**config.mk**
```make
export PLATFORM = sky130hd
export DESIGN_NAME = integer_to_roman_numeral_unit
export DESIGN_NICKNAME = d
export VERILOG_FILES = /design/src/rtl/itr_pkg.sv /design/src/rtl/itr_ctrl.sv /design/src/rtl/itr_dpath.sv /design/src/rtl/integer_to_roman_numeral_unit.sv
export SDC_FILE = /design/constraint.sdc
export NUM_CORES = 1
export LEC_CHECK = 0
export BUFFER_PORTS_ARGS = -buffer_cell sky130_fd_sc_hd__buf_2
export CORE_ASPECT_RATIO = 0.9
export CORE_MARGIN = 4
export CORE_UTILIZATION = 35
export DETAILED_ROUTE_END_ITERATION = 12
export HOLD_SLACK_MARGIN = 0.03
export PLACE_DENSITY_LB_ADDON = 0.25
export SLEW_MARGIN = 20
export SYNTH_ARGS = -nofsm -noshare
export SYNTH_HDL_FRONTEND = slang
export SYNTH_SLANG_ARGS = --single-unit
```
**constraint.sdc**
```tcl
create_clock -name clk_i -period 6.34 [get_ports clk_i]
set_input_delay 0 -clock clk_i [delete_from_list [all_inputs] [get_ports clk_i]]
set_output_delay 0 -clock clk_i [all_outputs]
set_load 0.05 [all_outputs]
```
**src/rtl/itr_pkg.sv**
```systemverilog
package itr_pkg;

  localparam int unsigned NumW    = 12;
  localparam int unsigned CharW   = 8;
  localparam int unsigned DigitW  = 4;
  localparam int unsigned MultW   = 14;
  localparam int unsigned PosW    = 2;
  localparam int unsigned SymIdxW = 2;

  localparam logic [NumW-1:0] Limit = NumW'(4000);

  // Decimal place being converted, most significant first
  localparam logic [PosW-1:0] PosThousands = 2'd0;
  localparam logic [PosW-1:0] PosHundreds  = 2'd1;
  localparam logic [PosW-1:0] PosTens      = 2'd2;
  localparam logic [PosW-1:0] PosUnits     = 2'd3;

  typedef enum logic [1:0] {
    SYM_ONE,
    SYM_FIVE,
    SYM_TEN
  } sym_e;

  typedef struct packed {
    logic load;       // take a new number
    logic extract;    // split off the digit of the current place
    logic push_char;  // write the current letter to the output register
    logic push_flag;  // write the out-of-range or empty result
    logic next_sym;   // advance to the next letter of this digit
    logic next_pos;   // advance to the next lower place
  } itr_cmd_t;

  typedef struct packed {
    logic is_zero;
    logic is_over;
    logic digit_zero;
    logic sym_last;
    logic run_last;
    logic slot_free;
  } itr_sts_t;

  function automatic logic [MultW-1:0] place_mult(logic [PosW-1:0] pos,
                                                  logic [DigitW-1:0] k);
    logic [MultW-1:0] place;
    unique case (pos)
      PosThousands: place = MultW'(1000);
      PosHundreds:  place = MultW'(100);
      PosTens:      place = MultW'(10);
      PosUnits:     place = MultW'(1);
      default:      place = MultW'(1);
    endcase
    return MultW'(place * MultW'(k));
  endfunction

  // Number of letters of one decimal digit
  function automatic logic [SymIdxW:0] pat_len(logic [DigitW-1:0] d);
    logic [SymIdxW:0] len;
    unique case (d)
      4'd1, 4'd5:       len = 3'd1;
      4'd2, 4'd4, 4'd6,
      4'd9:             len = 3'd2;
      4'd3, 4'd7:       len = 3'd3;
      4'd8:             len = 3'd4;
      default:          len = 3'd0;
    endcase
    return len;
  endfunction

  function automatic sym_e pat_sym(logic [DigitW-1:0] d, logic [SymIdxW-1:0] idx);
    sym_e s;
    if (d == 4'd9) begin
      s = (idx == '0) ? SYM_ONE : SYM_TEN;
    end else if (d == 4'd4) begin
      s = (idx == '0) ? SYM_ONE : SYM_FIVE;
    end else if (d >= 4'd5) begin
      s = (idx == '0) ? SYM_FIVE : SYM_ONE;
    end else begin
      s = SYM_ONE;
    end
    return s;
  endfunction

  function automatic logic [CharW-1:0] letter(logic [PosW-1:0] pos, sym_e s);
    logic [CharW-1:0] c;
    c = "I";
    unique case (pos)
      PosThousands: c = "M";
      PosHundreds: begin
        unique case (s)
          SYM_ONE:  c = "C";
          SYM_FIVE: c = "D";
          default:  c = "M";
        endcase
      end
      PosTens: begin
        unique case (s)
          SYM_ONE:  c = "X";
          SYM_FIVE: c = "L";
          default:  c = "C";
        endcase
      end
      default: begin
        unique case (s)
          SYM_ONE:  c = "I";
          SYM_FIVE: c = "V";
          default:  c = "X";
        endcase
      end
    endcase
    return c;
  endfunction

endpackage

```
**src/rtl/itr_ctrl.sv**
```systemverilog
module itr_ctrl (
  input  logic             clk_i,
  input  logic             rst_ni,
  input  logic             in_valid_i,
  output logic             in_ready_o,
  input  itr_pkg::itr_sts_t sts_i,
  output itr_pkg::itr_cmd_t cmd_o
);
  import itr_pkg::*;

  localparam logic [1:0] StIdle  = 2'd0;
  localparam logic [1:0] StCheck = 2'd1;
  localparam logic [1:0] StDigit = 2'd2;
  localparam logic [1:0] StEmit  = 2'd3;

  logic [1:0] state_q, state_d;

  assign in_ready_o = (state_q == StIdle);

  always_comb begin
    state_d = state_q;
    cmd_o   = '0;
    unique case (state_q)
      StIdle: begin
        if (in_valid_i) begin
          cmd_o.load = 1'b1;
          state_d    = StCheck;
        end
      end
      StCheck: begin
        if (sts_i.is_zero || sts_i.is_over) begin
          if (sts_i.slot_free) begin
            cmd_o.push_flag = 1'b1;
            state_d         = StIdle;
          end
        end else begin
          state_d = StDigit;
        end
      end
      StDigit: begin
        cmd_o.extract = 1'b1;
        // skip a zero digit, it has no letters
        if (sts_i.digit_zero) begin
          cmd_o.next_pos = 1'b1;
        end else begin
          state_d = StEmit;
        end
      end
      default: begin
        if (sts_i.slot_free) begin
          cmd_o.push_char = 1'b1;
          if (sts_i.run_last) begin
            state_d = StIdle;
          end else if (sts_i.sym_last) begin
            cmd_o.next_pos = 1'b1;
            state_d        = StDigit;
          end else begin
            cmd_o.next_sym = 1'b1;
          end
        end
      end
    endcase
  end

  always_ff @(posedge clk_i or negedge rst_ni) begin
    if (!rst_ni) begin
      state_q <= StIdle;
    end else begin
      state_q <= state_d;
    end
  end

endmodule

```
**src/rtl/itr_dpath.sv**
```systemverilog
module itr_dpath (
  input  logic                        clk_i,
  input  logic                        rst_ni,
  input  itr_pkg::itr_cmd_t           cmd_i,
  output itr_pkg::itr_sts_t           sts_o,
  input  logic [itr_pkg::NumW-1:0]    number_i,
  input  logic                        out_ready_i,
  output logic                        out_valid_o,
  output logic [itr_pkg::CharW-1:0]   roman_char_o,
  output logic                        last_o,
  output logic                        out_of_range_o,
  output logic                        empty_res_o
);
  import itr_pkg::*;

  logic [NumW-1:0]    rem_q;
  logic [PosW-1:0]    pos_q;
  logic [DigitW-1:0]  digit_q;
  logic [SymIdxW-1:0] idx_q;

  logic               out_valid_q;
  logic [CharW-1:0]   char_q;
  logic               last_q, ovr_q, emp_q;

  logic [DigitW-1:0]  digit_d;
  logic [MultW-1:0]   sub_val;
  logic [SymIdxW:0]   len;
  logic               slot_free;

  // Digit of the current place: highest multiple not above the remainder
  always_comb begin
    digit_d = '0;
    for (int k = 1; k <= 9; k++) begin
      if ({(MultW-NumW)'(0), rem_q} >= place_mult(pos_q, DigitW'(k))) begin
        digit_d = DigitW'(k);
      end
    end
    sub_val = place_mult(pos_q, digit_d);
  end

  assign len       = pat_len(digit_q);
  assign slot_free = !out_valid_q || out_ready_i;

  assign sts_o.is_zero    = (rem_q == '0);
  assign sts_o.is_over    = (rem_q >= Limit);
  assign sts_o.digit_zero = (digit_d == '0);
  assign sts_o.sym_last   = ({1'b0, idx_q} == len - 1'b1);
  assign sts_o.run_last   = sts_o.sym_last && ((pos_q == PosUnits) || (rem_q == '0));
  assign sts_o.slot_free  = slot_free;

  always_ff @(posedge clk_i) begin
    if (cmd_i.load) begin
      rem_q <= number_i;
      pos_q <= PosThousands;
    end else begin
      if (cmd_i.extract) begin
        rem_q   <= NumW'({(MultW-NumW)'(0), rem_q} - sub_val);
        digit_q <= digit_d;
        idx_q   <= '0;
      end
      if (cmd_i.next_pos) begin
        pos_q <= pos_q + 1'b1;
      end
      if (cmd_i.next_sym) begin
        idx_q <= idx_q + 1'b1;
      end
    end
    if (cmd_i.push_char) begin
      char_q <= letter(pos_q, pat_sym(digit_q, idx_q));
      last_q <= sts_o.run_last;
      ovr_q  <= 1'b0;
      emp_q  <= 1'b0;
    end else if (cmd_i.push_flag) begin
      char_q <= '0;
      last_q <= 1'b1;
      ovr_q  <= sts_o.is_over;
      emp_q  <= sts_o.is_zero;
    end
  end

  always_ff @(posedge clk_i or negedge rst_ni) begin
    if (!rst_ni) begin
      out_valid_q <= 1'b0;
    end else if (cmd_i.push_char || cmd_i.push_flag) begin
      out_valid_q <= 1'b1;
    end else if (out_ready_i) begin
      out_valid_q <= 1'b0;
    end
  end

  assign out_valid_o    = out_valid_q;
  assign roman_char_o   = char_q;
  assign last_o         = last_q;
  assign out_of_range_o = ovr_q;
  assign empty_res_o    = emp_q;

endmodule

```
**src/rtl/integer_to_roman_numeral_unit.sv**
```systemverilog
// Integer to Roman numeral unit. Each number taken on the slave stream comes
// out on the master stream as its Roman numeral, one ASCII letter per item,
// thousands first, with tlast on the final letter. A number of 4000 or more
// gives a single item with tuser bit 0 (out of range) set, zero gives a single
// item with tuser bit 1 (empty) set; both carry tdata zero and tlast high.
// Numbers are converted one at a time: the slave side is ready only while the
// sequencer is idle. A number takes a load step, a check step, a digit step
// per decimal place from thousands down to its last nonzero digit, and an
// emit step per letter, so 3888 takes the most steps. Letters leave through
// the single output register, which the master may stall. The output register
// lets the next number load while the last letter of the previous one still
// waits on the master side.
module integer_to_roman_numeral_unit (
  input  logic        clk_i,
  input  logic        rst_ni,
  input  logic        s_axis_tvalid,
  output logic        s_axis_tready,
  input  logic [15:0] s_axis_tdata,   // [11:0] number, [15:12] unused
  output logic        m_axis_tvalid,
  input  logic        m_axis_tready,
  output logic [7:0]  m_axis_tdata,   // [7:0] roman_char
  output logic        m_axis_tlast,   // last letter of the numeral
  output logic [1:0]  m_axis_tuser    // [0] out_of_range, [1] empty_res
);
  import itr_pkg::*;

  itr_cmd_t cmd;
  itr_sts_t sts;

  // Sequence load, digit split and letter emission
  itr_ctrl u_ctrl (
    .clk_i      (clk_i),
    .rst_ni     (rst_ni),
    .in_valid_i (s_axis_tvalid),
    .in_ready_o (s_axis_tready),
    .sts_i      (sts),
    .cmd_o      (cmd)
  );

  // Hold remainder, current digit and the output register
  itr_dpath u_dpath (
    .clk_i          (clk_i),
    .rst_ni         (rst_ni),
    .cmd_i          (cmd),
    .sts_o          (sts),
    .number_i       (s_axis_tdata[NumW-1:0]),
    .out_ready_i    (m_axis_tready),
    .out_valid_o    (m_axis_tvalid),
    .roman_char_o   (m_axis_tdata),
    .last_o         (m_axis_tlast),
    .out_of_range_o (m_axis_tuser[0]),
    .empty_res_o    (m_axis_tuser[1])
  );

endmodule

```
======== After elaboration in Yosys (flattened, before gate mapping) ========
Memory sizes are Yosys's and may differ from the RTL's. A register that Yosys moved wholly into a read port is not among the register bits.
Cells that the tools add are included.
W data, S select, Z words.
cells by class
  $add $sub $neg .......................... 4
  $mul .................................... 6
  order comparisons ....................... 11
  equality and inequality tests ........... 12
  mux-type cells .......................... 54
  bitwise gates (word level) .............. 1
  reductions and logical operators ........ 23
operators by type and width
  kind                     count
  $ge A12 B14 Y1           9
  $pmux W14 S4             1
  $mux W2                  18
  $mul A14 B3 Y14 const B  2
  $mux W12                 2
  $pmux W8 S3              1
  $pmux W5 S2              2
  $mux W1                  18
  $mux W8                  2
  $mul A14 B2 Y13 const B  1
  $mul A14 B2 Y14 const B  1
  $mul A14 B4 Y12          1
  $mul A14 B4 Y14 const B  1
  $ge A12 B12 Y1 const B   1
  $logic_not A12 Y1        1
  $mux W3                  4
  $mux W4                  3
  $sub A12 B12 Y12         1
  $logic_not A2 Y1         4
  $pmux W4 S2              1
  $reduce_bool A2 Y1       4
  $eq A2 B1 Y1 const B     3
  $eq A2 B2 Y1 const B     3
  $pmux W2 S3              1
  other kinds (20)         26
storage, ports and cells
  bits in registers ....................... 34
  bits in read-only memories .............. 48
  input port bits ......................... 20
  output and inout bits ................... 13
  logic and storage cells ................. 122
  memories ................................ 1
memory list
  memory            depth  bits a word  read ports  clocked after Yosys merged registers in  wr ports  RTL line       text
  (name not given)  16     3            1           1                                        0         itr_pkg.sv:58  unique case (d)

======== Longest topological paths before layout ========
Gate-level depths: netlist (run 1).
  word-level depth ........................ 16
  mapped depth ............................ 31
  gate-level depth less buffers ........... 29

======== By module ========
Synthesis (run 1) repeated with hierarchy kept, for this count alone.
second synthesis, totals
  cell total of the unflattened synthesis .. 600
  area, all modules ....................... 5094.9 um^2
modules (own cells, without submodules)
  module     times used  cells each  area an instance (um^2)  seq. area each (um^2)
  itr_dpath  1           568         4830.9                   915.9
  itr_ctrl   1           32          264.0                    50.0

======== Worst setup path after synthesis (run 1) ========
OpenSTA, ideal clock, no wires.
  path kind ............................... flip-flop to flip-flop
  from .................................... reg u_dpath.pos_q[1]
  to ...................................... reg u_dpath.rem_q[11], data pin
  setup time .............................. 255 ps
  arrival time ............................ 6115 ps
  required time ........................... 6085 ps
  path slack .............................. -31 ps
  stages on the path, launching flop included .. 31
  buffers on the path ..................... 3
  period minus slack after synthesis ...... 6371 ps
  path through ............................ dfxtp_1 inv_1 ha_1 buf_2 buf_1 a21oi_1 ha_1 a31oi_1 xor2_1 ha_1 o21ai_0 o21ai_1 a221oi_2 nor2_1 o311a_1 a211o_1 buf_6 nand2_1 inv_1 ha_1 fa_1 inv_1 ha_1 o21a_1 o21ai_0 a21oi_1 o31a_1 o31a_1 o41ai_1 mux2i_1 nor2_1
on the way
  cells in the longest elaborated chain, start to end .. 16
  elaborated cells between the ends (all ways) .. 32
  classes of those cells .................. add/sub (1); mul (6); order compare (9); eq/ne (3); mux (12); reduce/logical (1)
RTL lines
  item                                                                     RTL line         text
  start: declaration                                                       itr_dpath.sv:17  logic [PosW-1:0] pos_q;
  start signal: assignment                                                 itr_dpath.sv:54  pos_q <= PosThousands;
  start signal: assignment                                                 itr_dpath.sv:62  pos_q <= pos_q + 1'b1;
  $eq A2 B2 Y1 (tied with other cells)                                     itr_pkg.sv:45    unique case (pos)
  $pmux W14 S4 (*)                                                         itr_pkg.sv:45
  parallel branches: the longest is 9 deep, another holds $mul A14 B2 Y14  -
  $mux W4 (*)                                                              itr_dpath.sv:34  if ({(MultW-NumW)'(0), rem_q} >= place_mult(pos_q, DigitW'(k))) begin
  net u_dpath.digit_d[0]                                                   itr_dpath.sv:25  logic [DigitW-1:0] digit_d;
  $mul A14 B4 Y12 (*)                                                      itr_pkg.sv:52    return MultW'(place * MultW'(k));
  $sub A12 B12 Y12 (*)                                                     itr_dpath.sv:57  rem_q <= NumW'({(MultW-NumW)'(0), rem_q} - sub_val);
  $mux W12 (*)                                                             itr_dpath.sv:56  if (cmd_i.extract) begin
  $mux W12 (*)                                                             itr_dpath.sv:52  if (cmd_i.load) begin
  end signal: assignment                                                   itr_dpath.sv:53  rem_q <= number_i;
  end signal: assignment                                                   itr_dpath.sv:57
  end: declaration                                                         itr_dpath.sv:16  logic [NumW-1:0] rem_q;
Mark *: on every way through the listed nets, which the timed path passes. The select of a mux whose other input is x is not followed.
A chain may end at the register's enable or synchronous reset.

======== Final worst setup path (run 1) ========
  from .................................... reg u_dpath.pos_q[1]
  to ...................................... reg u_dpath.rem_q[11], data pin
on the way
  elaborated cells between the ends (all ways) .. 32
  classes of those cells .................. add/sub (1); mul (6); order compare (9); eq/ne (3); mux (12); reduce/logical (1)
RTL lines
  item                                                      RTL line
  $eq A2 B2 Y1 (tied with other cells)                      itr_pkg.sv:45
  $pmux W14 S4 (*)                                          itr_pkg.sv:45
  $mul A14 B2 Y14 / $ge A12 B14 Y1 (equally long branches)  itr_pkg.sv:52, itr_dpath.sv:34
  $ge A12 B14 Y1 / $mux W2 (equally long branches)          itr_dpath.sv:34
  $mux W2                                                   itr_dpath.sv:34
  $mux W3 (4 in series)                                     itr_dpath.sv:34
  $mux W4                                                   itr_dpath.sv:34
  $mux W4 (*)                                               itr_dpath.sv:34
  net u_dpath.digit_d[1]                                    itr_dpath.sv:25
  $mul A14 B4 Y12 (*)                                       itr_pkg.sv:52
  $sub A12 B12 Y12 (*)                                      itr_dpath.sv:57
  $mux W12 (*)                                              itr_dpath.sv:56
  $mux W12 (*)                                              itr_dpath.sv:52
The timed path passes the listed nets; every way through them passes the cells marked *. The select of a mux whose other input is x is not followed.

==> impl_metrics.env, run 1 <==
export IMPL_detailed_place_hpwl_mm=12.0
export IMPL_synth_compound_area_share_pct=20.8
export IMPL_worstSetupStartpointType="flop"
export IMPL_yosysTopAreaCell="sky130_fd_sc_hd__ha_1"
export IMPL_yosys_area_share_xor_xnor_pct=2.44
export IMPL_synth_yosys_warnings=0
export IMPL_finalCritPeriodShare_pct=99.5
export IMPL_setup_viol=0
export IMPL_drv_cap=0
export IMPL_holdCritPathClass="in -> reg"
export IMPL_path_max_fanout=6
export IMPL_pin_count=33
export IMPL_dpl_cell_count=879
export IMPL_worstSetupPathType="reg -> reg"
export IMPL_final_layout_size_suffix_gt1_share_pct=24.1
export IMPL_hold_viol_final=0
export IMPL_start_util_pct=35.8
export IMPL_fin_area_sq_um=6540
export IMPL_areaGrowthSynthToFinish_pct=30.1
export IMPL_design_core_area_sq_um=14100
export IMPL_slew_headroom_pct=48.4
export IMPL_setup_repair_after_global_routing_missed_its_margin="true"
export IMPL_critPathCaptureType="flop"
export IMPL_die_height_microns=122
export IMPL_cts_buffers_inserted=5
export IMPL_place_congestion=0.945
export IMPL_number_of_vias_per_cell=5.20
export IMPL_grt_ovfl_total=0
export IMPL_finish_cell_count_without_fillers=911
export IMPL_timing_critical_path_required_ns=6.38
export IMPL_avgSynthCellArea_sq_um=8.43
export IMPL_synth_adder_area_share_pct=31.5
export IMPL_synthSimpleGateAreaFrac_pct=16.4
export IMPL_grt_antenna_before_repair=0
export IMPL_synth_seq_cells=35
export IMPL_die_area_sq_um=16400
export IMPL_via_count=4735
export IMPL_dpl_instance_area_sq_um=5920
export IMPL_clock_path_buffers=2
export IMPL_grt_max_degree=22
export IMPL_final_fill_count=1397
export IMPL_tritoncts="done"
export IMPL_most_common_layout_cells="sky130_fd_sc_hd__buf_4 (91), sky130_fd_sc_hd__ha_1 (83), sky130_fd_sc_hd__inv_1 (77), sky130_fd_sc_hd__nand2_1 (44), sky130_fd_sc_hd__nor2_1 (41)"
export IMPL_postSynth_asyncResetShare_pct=8.57
export IMPL_synth_edf_count=25
export IMPL_clock_skew_final_ns=0.00986
export IMPL_antenna_violating_nets_post_route=0
export IMPL_fin_crit_ns=6.31
export IMPL_max_freq_mhz=158
export IMPL_clk_transition_reported_paths_ns=0.06
export IMPL_dr_pass1_iters=5
export IMPL_netlist_area_sq_um=5030
export IMPL_most_frequent_standard_cell_in_the_layout_excluding_fill_and_tap_cells="sky130_fd_sc_hd__buf_4"
export IMPL_worstMarginPinSlew_ns=0.772
export IMPL_detailedRoute_firstIterationViolations=253
export IMPL_cp_data_arrival_time_ns=6.36
export IMPL_groute_usage_overall_pct=18.6
export IMPL_main_combinational_cell_family_by_area_after_synthesis="adder cells"
export IMPL_first_pass_grt_wire_length_mm=24.1
export IMPL_timing_final_max_slew_violations=0
export IMPL_grt_pass1_vias=4783
export IMPL_insertedDiodeCount=0
export IMPL_synth_yosys_seq_area_share_pct=19.2
export IMPL_route_detailed_drc=0
export IMPL_route_detailed_wl_per_inst_microns=16.3
export IMPL_multi_input_comb_area_sq_um=3910
export IMPL_clock_sink_count=35
export IMPL_cts_htree_levels=2
export IMPL_synth_lib_cells_used_distinct=66
export IMPL_buffer_ports_inserted=26
export IMPL_std_cell_rows=41
export IMPL_cts_root_buf="sky130_fd_sc_hd__clkbuf_16"
export IMPL_layout_nets=851
export IMPL_final_setup_worst_slack_ns=0.0292
export IMPL_synth_top_area_share_pct=23.1
export IMPL_outcome="finished clean"
export IMPL_pre_cts_ws_ns=-0.175
export IMPL_tns_ns=0
export IMPL_wirelength_mm=14.9
export IMPL_final_seq_area_sq_um=973
export IMPL_muxShareOfSynthArea_pct=1.19
export IMPL_clock_latency_ns=0.29
export IMPL_synth_cells=597
export IMPL_horizontal_die_dimension_microns=134
export IMPL_ys_top_cells_by_area="sky130_fd_sc_hd__ha_1 (23%), sky130_fd_sc_hd__edfxtp_1 (15%), sky130_fd_sc_hd__fa_1 (8.4%)"
export IMPL_synth_top_flop_cell="sky130_fd_sc_hd__edfxtp_1"
-- cells in the mapped netlist, types with 6 or more instances --
master	instances
sky130_fd_sc_hd__a211oi_1	7
sky130_fd_sc_hd__a21o_1	10
sky130_fd_sc_hd__a21oi_1	34
sky130_fd_sc_hd__a31oi_1	6
sky130_fd_sc_hd__and2_1	10
sky130_fd_sc_hd__and3_1	6
sky130_fd_sc_hd__clkbuf_1	10
sky130_fd_sc_hd__dfxtp_1	7
sky130_fd_sc_hd__edfxtp_1	25
sky130_fd_sc_hd__fa_1	21
sky130_fd_sc_hd__ha_1	93
sky130_fd_sc_hd__inv_1	83
sky130_fd_sc_hd__mux2i_1	6
sky130_fd_sc_hd__nand2_1	46
sky130_fd_sc_hd__nand3_1	15
sky130_fd_sc_hd__nor2_1	45
sky130_fd_sc_hd__nor2b_1	7
sky130_fd_sc_hd__nor3_1	15
sky130_fd_sc_hd__o211ai_1	6
sky130_fd_sc_hd__o21a_1	8
sky130_fd_sc_hd__o21ai_0	30
sky130_fd_sc_hd__o31ai_1	8
sky130_fd_sc_hd__xnor2_1	8
sky130_fd_sc_hd__xor2_1	6
-- worst paths after layout --
check                                          from                   to  slack, ns  cells after the start
min in group asynchronous                    rst_ni    u_ctrl.state_q[0]       0.57                      3
max in group asynchronous                    rst_ni  u_dpath.out_valid_o       5.09                      4
worst max register to register     u_dpath.pos_q[1]    u_dpath.rem_q[11]       0.03                     25
worst max-delay path               u_dpath.pos_q[1]    u_dpath.rem_q[11]       0.03                     25
worst min-delay path                s_axis_tdata[1]     u_dpath.rem_q[1]       0.04                      3
worst min register to register  u_dpath.empty_res_o  u_dpath.empty_res_o       0.47                      1
-- repair_timing --
| item | CTS | global route |
|---|---|---|
| pin swaps | 3 | 38 |
| endpoints found under the hold margin | 12 | 0 |
| hold buffers | 12 | 0 |
| buffers inserted | 1 | 11 |
| endpoints found under the setup margin | 4 | 6 |
| resized for setup | 9 | 55 |
-- area by class of cell --
type                       count  area share (%)
inverter                      83            4.88
timing repair buffer         131            14.8
multi-input combinational    461            59.7
tap                          193            3.69
sequential                    35            14.9
clock buffer                   8            2.08
-- sequential cells by signal (all words and copies together), names as in the netlist --
register,flops
u_dpath.digit_q,4
u_ctrl.state_q,2
u_dpath.pos_q,2
u_dpath.len,3
u_dpath.rem_q,12
u_dpath.out_of_range_o,1
u_dpath.out_valid_o,1
u_dpath.idx_q,2
u_dpath.last_o,1
u_dpath.roman_char_o,6
u_dpath.empty_res_o,1
-- layer usage --
metal | GRT usage [%] | wire length (microns) | up-vias | part of all wire [%]
li1 | - | - | 2368 | -
met1 | 25.1 | 6910 | 2249 | 46
met2 | 31.2 | 6980 | 98 | 47
met3 | 2.64 | 659 | 20 | 4.4
met4 | 5.73 | 330 | 0 | 2.2
met5 | 0 | 0 | - | 0
-- kinds of logic (layout without fill, tap and decap cells) --
group | Yosys count | after routing
compound gates | 154 | 154
xor+xnor | 14 | 14
fa+ha+maj | 114 | 114
buf+inv | 102 | 222
flops | 35 | 35
mux | 6 | 6
other cells | 2 | 3
simple gates | 170 | 170
-- critical path, stage by stage (launching register included) --
cell	delay [ns]
sky130_fd_sc_hd__dfxtp_4	0.40
sky130_fd_sc_hd__clkinvlp_4	0.20
sky130_fd_sc_hd__ha_4	0.23
sky130_fd_sc_hd__buf_4	0.17
sky130_fd_sc_hd__nor2_2	0.16
sky130_fd_sc_hd__buf_4	0.16
sky130_fd_sc_hd__o22ai_1	0.08
sky130_fd_sc_hd__ha_1	0.34
sky130_fd_sc_hd__and3_1	0.21
sky130_fd_sc_hd__a221oi_4	0.34
sky130_fd_sc_hd__o41ai_2	0.14
sky130_fd_sc_hd__o211ai_1	0.35
sky130_fd_sc_hd__a21oi_4	0.13
sky130_fd_sc_hd__and2_1	0.19
sky130_fd_sc_hd__fa_1	0.53
sky130_fd_sc_hd__ha_4	0.21
sky130_fd_sc_hd__fa_1	0.50
sky130_fd_sc_hd__inv_1	0.04
sky130_fd_sc_hd__ha_1	0.31
sky130_fd_sc_hd__inv_2	0.07
sky130_fd_sc_hd__a21oi_2	0.04
sky130_fd_sc_hd__o31a_1	0.30
sky130_fd_sc_hd__o31a_1	0.33
sky130_fd_sc_hd__o41ai_2	0.34
sky130_fd_sc_hd__mux2i_1	0.22
sky130_fd_sc_hd__nor2_1	0.05
-- metrics by stage --
step           util [%]  hold WS [ns]
6_report           46.6        0.0434
5_1_grt            46.6        0.0528
4_1_cts            44.2        0.0394
3_5_place_dp       42.1        -0.201
3_3_place_gp       42.1        -0.204
2_1_floorplan         -        -0.296
Power of run 1 is not shown: default switching activity piles up to over one toggle a cycle in this logic, so the estimate is an artifact.
==> run 2, diff against run 1 <==
Settings changed: RECOVER_POWER set to 100.
==> impl_metrics.env, run 2 (synthesized netlist as in run 1, its figures left out) <==
export IMPL_finalCritPeriodShare_pct=99.6
export IMPL_grt_ovfl_total=0
export IMPL_cts_buffers_inserted=5
export IMPL_crit_reg2reg_capture="u_dpath.rem_q[11]"
export IMPL_detailed_place_hpwl_mm=12.0
export IMPL_outcome="finished clean"
export IMPL_worstMarginPinSlew_ns=0.773
export IMPL_horizontal_die_dimension_microns=134
export IMPL_grt_antenna_before_repair=0
export IMPL_timing_critical_path_required_ns=6.38
export IMPL_slew_headroom_pct=48.3
export IMPL_fin_crit_ns=6.32
export IMPL_design_core_area_sq_um=14100
export IMPL_route_detailed_drc=0
export IMPL_cts_htree_levels=2
export IMPL_timing_rr_start="u_dpath.pos_q[1]"
export IMPL_setup_viol=0
export IMPL_hold_viol_final=0
export IMPL_wirelength_mm=14.9
export IMPL_layout_core_utilization_pct=46.4
export IMPL_layout_nets=851
export IMPL_largest_register="u_dpath.rem_q"
export IMPL_tritoncts="done"
export IMPL_std_cell_rows=41
export IMPL_cp_data_arrival_time_ns=6.36
export IMPL_clock_latency_ns=0.29
export IMPL_timing_final_max_slew_violations=0
export IMPL_detailedRoute_firstIterationViolations=251
export IMPL_buffer_ports_inserted=26
export IMPL_worstRegToRegCells=25
export IMPL_clock_path_buffers=2
export IMPL_min_to="u_dpath.rem_q[1]"
export IMPL_most_common_layout_cells="sky130_fd_sc_hd__buf_4 (90), sky130_fd_sc_hd__ha_1 (83), sky130_fd_sc_hd__inv_1 (77), sky130_fd_sc_hd__nand2_1 (44), sky130_fd_sc_hd__nor2_1 (41)"
export IMPL_reg2reg_setup_slack_ns=0.02
export IMPL_grt_pass1_vias=4783
export IMPL_worstSetupStartpointType="flop"
export IMPL_insertedDiodeCount=0
export IMPL_via_count=4728
export IMPL_most_frequent_standard_cell_in_the_layout_excluding_fill_and_tap_cells="sky130_fd_sc_hd__buf_4"
export IMPL_cts_root_buf="sky130_fd_sc_hd__clkbuf_16"
export IMPL_final_fill_count=1403
export IMPL_antenna_violating_nets_post_route=0
export IMPL_route_detailed_wl_per_inst_microns=16.4
export IMPL_pin_count=33
export IMPL_clock_sink_count=35
export IMPL_path_max_fanout=6
export IMPL_worstSetupPathType="reg -> reg"
export IMPL_die_height_microns=122
export IMPL_place_congestion=0.945
export IMPL_dr_pass1_iters=5
export IMPL_drv_cap=0
export IMPL_areaGrowthSynthToFinish_pct=29.7
export IMPL_critPathCaptureType="flop"
export IMPL_max_freq_mhz=158
export IMPL_worstHoldPathCells=3
export IMPL_final_layout_size_suffix_gt1_share_pct=22.3
export IMPL_number_of_vias_per_cell=5.19
export IMPL_grt_max_degree=22
export IMPL_first_pass_grt_wire_length_mm=24.1
export IMPL_start_util_pct=35.8
export IMPL_setup_repair_after_global_routing_missed_its_margin="true"
export IMPL_clock_skew_final_ns=0.00985
export IMPL_die_area_sq_um=16400
export IMPL_holdCritStartpoint="s_axis_tdata[1]"
export IMPL_clk_transition_reported_paths_ns=0.06
export IMPL_max_reg_flops=12
export IMPL_groute_usage_overall_pct=18.6
export IMPL_holdCritPathClass="in -> reg"
==> run 2: what timing repair did <==
action | in CTS | in global routing
hold buffers | 12 | 0
cloned | 0 | 0
hold endpoints to repair | 12 | 0
gates resized for setup | 9 | 55
pin swaps | 3 | 38
setup buffers | 1 | 11
endpoints found under the setup margin | 4 | 6
==> run 2: final cells by class <==
cell class | instances | area (sq um) | area share, %
inverters | 83 | 319 | 4.89
clock buffers | 8 | 136 | 2.09
repair buffers | 131 | 950 | 14.6
flip-flops and latches | 35 | 973 | 14.9
multi-input cells | 461 | 3910 | 59.8
well taps | 193 | 241 | 3.70
==> run 2: worst max-delay path by stage <==
stage	start	endpoint	slack, ns	cells after the start
6_report	u_dpath.pos_q[1]	u_dpath.rem_q[11]	0.02	25
5_1_grt	u_dpath.pos_q[1]	u_dpath.rem_q[11]	-0.29	27
4_1_cts	u_dpath.pos_q[0]	u_dpath.rem_q[10]	0.007	27
3_5_place_dp	u_dpath.pos_q[0]	u_dpath.rem_q[10]	-0.17	26
3_3_place_gp	u_dpath.pos_q[0]	u_dpath.rem_q[11]	-0.10	26
2_1_floorplan	u_dpath.pos_q[0]	u_dpath.rem_q[11]	0.009	30
==> run 2: critical path, cell delays in order (launching register included) <==
cell and delay [ns]:
sky130_fd_sc_hd__dfxtp_4 0.40, sky130_fd_sc_hd__clkinvlp_4 0.20, sky130_fd_sc_hd__ha_4 0.23, sky130_fd_sc_hd__buf_4 0.18, sky130_fd_sc_hd__nor2_2 0.17, sky130_fd_sc_hd__buf_4 0.16
sky130_fd_sc_hd__o22ai_1 0.08, sky130_fd_sc_hd__ha_1 0.34, sky130_fd_sc_hd__and3_1 0.21, sky130_fd_sc_hd__a221oi_4 0.34, sky130_fd_sc_hd__o41ai_2 0.14, sky130_fd_sc_hd__o211ai_1 0.35
sky130_fd_sc_hd__a21oi_4 0.13, sky130_fd_sc_hd__and2_1 0.19, sky130_fd_sc_hd__fa_1 0.53, sky130_fd_sc_hd__ha_4 0.21, sky130_fd_sc_hd__fa_1 0.50, sky130_fd_sc_hd__inv_1 0.04
sky130_fd_sc_hd__ha_1 0.31, sky130_fd_sc_hd__inv_2 0.07, sky130_fd_sc_hd__a21oi_2 0.04, sky130_fd_sc_hd__o31a_1 0.30, sky130_fd_sc_hd__o31a_1 0.33, sky130_fd_sc_hd__o41ai_2 0.34
sky130_fd_sc_hd__mux2i_1 0.22, sky130_fd_sc_hd__nor2_1 0.05
==> run 2: routing by layer <==
metal	track usage [%]	vias to the layer above	wire [microns]	share of wire, %
met3	2.64	20	551	3.7
li1	-	2369	-	-
met4	5.73	0	330	2.2
met5	0	-	0	0
met2	31.2	96	6990	47
met1	25.1	2243	7060	47
==> run 2: per-stage QoR <==
stage / cell area, sq um / cells / hold WS (ns) / setup TNS, ns / setup WS, ns
2_1_floorplan: 5030 / 598 / -0.296 / 0 / 0.00862
3_3_place_gp: 5920 / 879 / -0.204 / -0.199 / -0.102
3_5_place_dp: 5920 / 879 / -0.201 / -0.525 / -0.175
4_1_cts: 6210 / 900 / 0.0394 / 0 / 0.00665
5_1_grt: 6530 / 911 / 0.0528 / -0.886 / -0.295
6_report: 6530 / 911 / 0.0437 / 0 / 0.0235
Power of run 2 is left out for the same reason.
==> run 3, diff against run 2 <==
Settings changed: CORE_MARGIN 4 to not set.
Clock period 6.34 ns to 7.7 ns, I/O delays scaled along.
==> impl_metrics.env, run 3 (synthesized netlist as in run 1, its figures left out) <==
export IMPL_outcome="finished clean"
export IMPL_cts_root_buf="sky130_fd_sc_hd__clkbuf_16"
export IMPL_grt_max_degree=22
export IMPL_worstSetupPathType="reg -> reg"
export IMPL_dpl_instance_area_sq_um=5400
export IMPL_cts_buffers_inserted=5
export IMPL_areaGrowthSynthToFinish_pct=12.7
export IMPL_pin_count=33
export IMPL_worst_setup_path_startpoint="u_dpath.pos_q[0]"
export IMPL_holdCritStartpoint="s_axis_tdata[2]"
export IMPL_grt_pass1_vias=4492
export IMPL_timing_critical_path_required_ns=7.75
export IMPL_timing_rr_start="u_dpath.pos_q[0]"
export IMPL_start_util_pct=35.9
export IMPL_grt_ovfl_total=0
export IMPL_number_of_vias_per_cell=5.35
export IMPL_route_detailed_drc=0
export IMPL_insertedDiodeCount=0
export IMPL_clock_skew_final_ns=0.0101
export IMPL_worstRegToRegCells=26
export IMPL_detailedRoute_firstIterationViolations=206
export IMPL_worstMarginPinSlew_ns=0.798
export IMPL_horizontal_die_dimension_microns=128
export IMPL_tns_ns=0
export IMPL_antenna_violating_nets_post_route=0
export IMPL_fin_area_sq_um=5670
export IMPL_critPathCaptureType="flop"
export IMPL_cts_htree_levels=2
export IMPL_final_fill_count=1428
export IMPL_path_max_fanout=12
export IMPL_hold_viol_final=0
export IMPL_worstHoldPathCells=3
export IMPL_max_freq_mhz=139
export IMPL_setup_viol=0
export IMPL_most_common_layout_cells="sky130_fd_sc_hd__ha_1 (93), sky130_fd_sc_hd__inv_1 (83), sky130_fd_sc_hd__nand2_1 (46), sky130_fd_sc_hd__nor2_1 (44), sky130_fd_sc_hd__a21oi_1 (34)"
export IMPL_clk_transition_reported_paths_ns=0.06
export IMPL_setup_repair_after_global_routing_missed_its_margin="false"
export IMPL_clock_path_buffers=2
export IMPL_detailed_place_hpwl_mm=10.8
export IMPL_groute_usage_overall_pct=19.7
export IMPL_timing_critical_path_to="u_dpath.rem_q[11]"
export IMPL_die_height_microns=116
export IMPL_cp_data_arrival_time_ns=7.22
export IMPL_place_congestion=0.855
export IMPL_slew_headroom_pct=46.3
export IMPL_max_reg_flops=12
export IMPL_std_cell_rows=41
export IMPL_hold_slack_ns=0.0382
export IMPL_layout_nets=772
export IMPL_design_core_area_sq_um=14000
export IMPL_wirelength_mm=13.4
export IMPL_fin_crit_ns=7.17
export IMPL_route_detailed_wl_per_inst_microns=16.1
export IMPL_die_area_sq_um=14900
export IMPL_worstSetupStartpointType="flop"
export IMPL_pre_cts_ws_ns=0.463
export IMPL_crit_reg2reg_capture="u_dpath.rem_q[11]"
export IMPL_timing_final_max_slew_violations=0
export IMPL_clock_latency_ns=0.30
export IMPL_finalCritPeriodShare_pct=93.1
export IMPL_grt_antenna_before_repair=0
export IMPL_holdCritPathClass="in -> reg"
export IMPL_dr_pass1_iters=4
export IMPL_most_frequent_standard_cell_in_the_layout_excluding_fill_and_tap_cells="sky130_fd_sc_hd__ha_1"
export IMPL_final_layout_size_suffix_gt1_share_pct=6.73
export IMPL_reg2reg_setup_slack_ns=0.53
export IMPL_via_count=4450
export IMPL_clock_sink_count=35
export IMPL_first_pass_grt_wire_length_mm=22.6
export IMPL_buffer_ports_inserted=26
export IMPL_drv_cap=0
export IMPL_tritoncts="done"
export IMPL_final_setup_worst_slack_ns=0.529
export IMPL_largest_register="u_dpath.rem_q"
==> run 3: stage by stage <==
step           instances  util, %
6_report             832     40.5
5_1_grt              832     40.5
4_1_cts              832     40.6
3_5_place_dp         812     38.6
3_3_place_gp         812     38.6
2_1_floorplan        598        -
==> run 3: layer usage <==
| metal | GRT usage, % | vias to the layer above | share of wire (%) |
|---|---|---|---|
| met3 | 2.91 | 23 | 4.4 |
| met2 | 32.7 | 83 | 46 |
| met1 | 26.0 | 2135 | 47 |
| li1 | - | 2209 | - |
| met5 | 0 | - | 0 |
| met4 | 7.61 | 0 | 2.9 |
==> run 3: worst min path at each step <==
| stage | to | slack [ns] |
|---|---|---|
| global placement | u_ctrl.state_q[1] | -0.20 |
| detailed placement | u_ctrl.state_q[0] | -0.20 |
| floorplan | u_ctrl.state_q[0] | -0.30 |
| global route | u_dpath.rem_q[11] | 0.07 |
| finish | u_dpath.rem_q[2] | 0.04 |
| CTS | u_dpath.rem_q[2] | 0.03 |
==> run 3: worst max-delay path: stages (launching register included) <==
cell and delay (ns):
sky130_fd_sc_hd__dfxtp_1 0.37, sky130_fd_sc_hd__inv_1 0.18, sky130_fd_sc_hd__ha_1 0.56, sky130_fd_sc_hd__nor2_2 0.12, sky130_fd_sc_hd__a21oi_1 0.25, sky130_fd_sc_hd__ha_1 0.28, sky130_fd_sc_hd__a31oi_1 0.19, sky130_fd_sc_hd__xor2_1 0.19
sky130_fd_sc_hd__ha_1 0.26, sky130_fd_sc_hd__o21ai_0 0.13, sky130_fd_sc_hd__o21ai_0 0.11, sky130_fd_sc_hd__a221oi_2 0.37, sky130_fd_sc_hd__o221ai_1 0.26, sky130_fd_sc_hd__nor3b_2 0.44, sky130_fd_sc_hd__nor3_1 0.12, sky130_fd_sc_hd__fa_1 0.50
sky130_fd_sc_hd__ha_1 0.34, sky130_fd_sc_hd__fa_1 0.51, sky130_fd_sc_hd__inv_1 0.04, sky130_fd_sc_hd__ha_1 0.30, sky130_fd_sc_hd__inv_1 0.08, sky130_fd_sc_hd__a21oi_1 0.07, sky130_fd_sc_hd__o31a_1 0.29, sky130_fd_sc_hd__o31a_1 0.29
sky130_fd_sc_hd__o41ai_1 0.37, sky130_fd_sc_hd__mux2i_1 0.24, sky130_fd_sc_hd__nor2_1 0.06
==> run 3: layout make-up <==
cell class / count / area, sq um / share of cell area [%]
tap: 193 / 241 / 4.26
timing repair buffer: 52 / 334 / 5.89
clock buffer: 5 / 125 / 2.21
multi-input combinational: 461 / 3650 / 64.4
inverter: 83 / 312 / 5.50
clock inverter: 3 / 38.8 / 0.684
sequential: 35 / 966 / 17.0
==> run 3: what timing repair did <==
action,CTS,global route
hold buffers,12,0
gates resized for setup,0,1
endpoints found under the setup margin,0,1
buffers inserted,0,0
hold endpoints to repair,13,0
Power of run 3 is left out for the same reason.
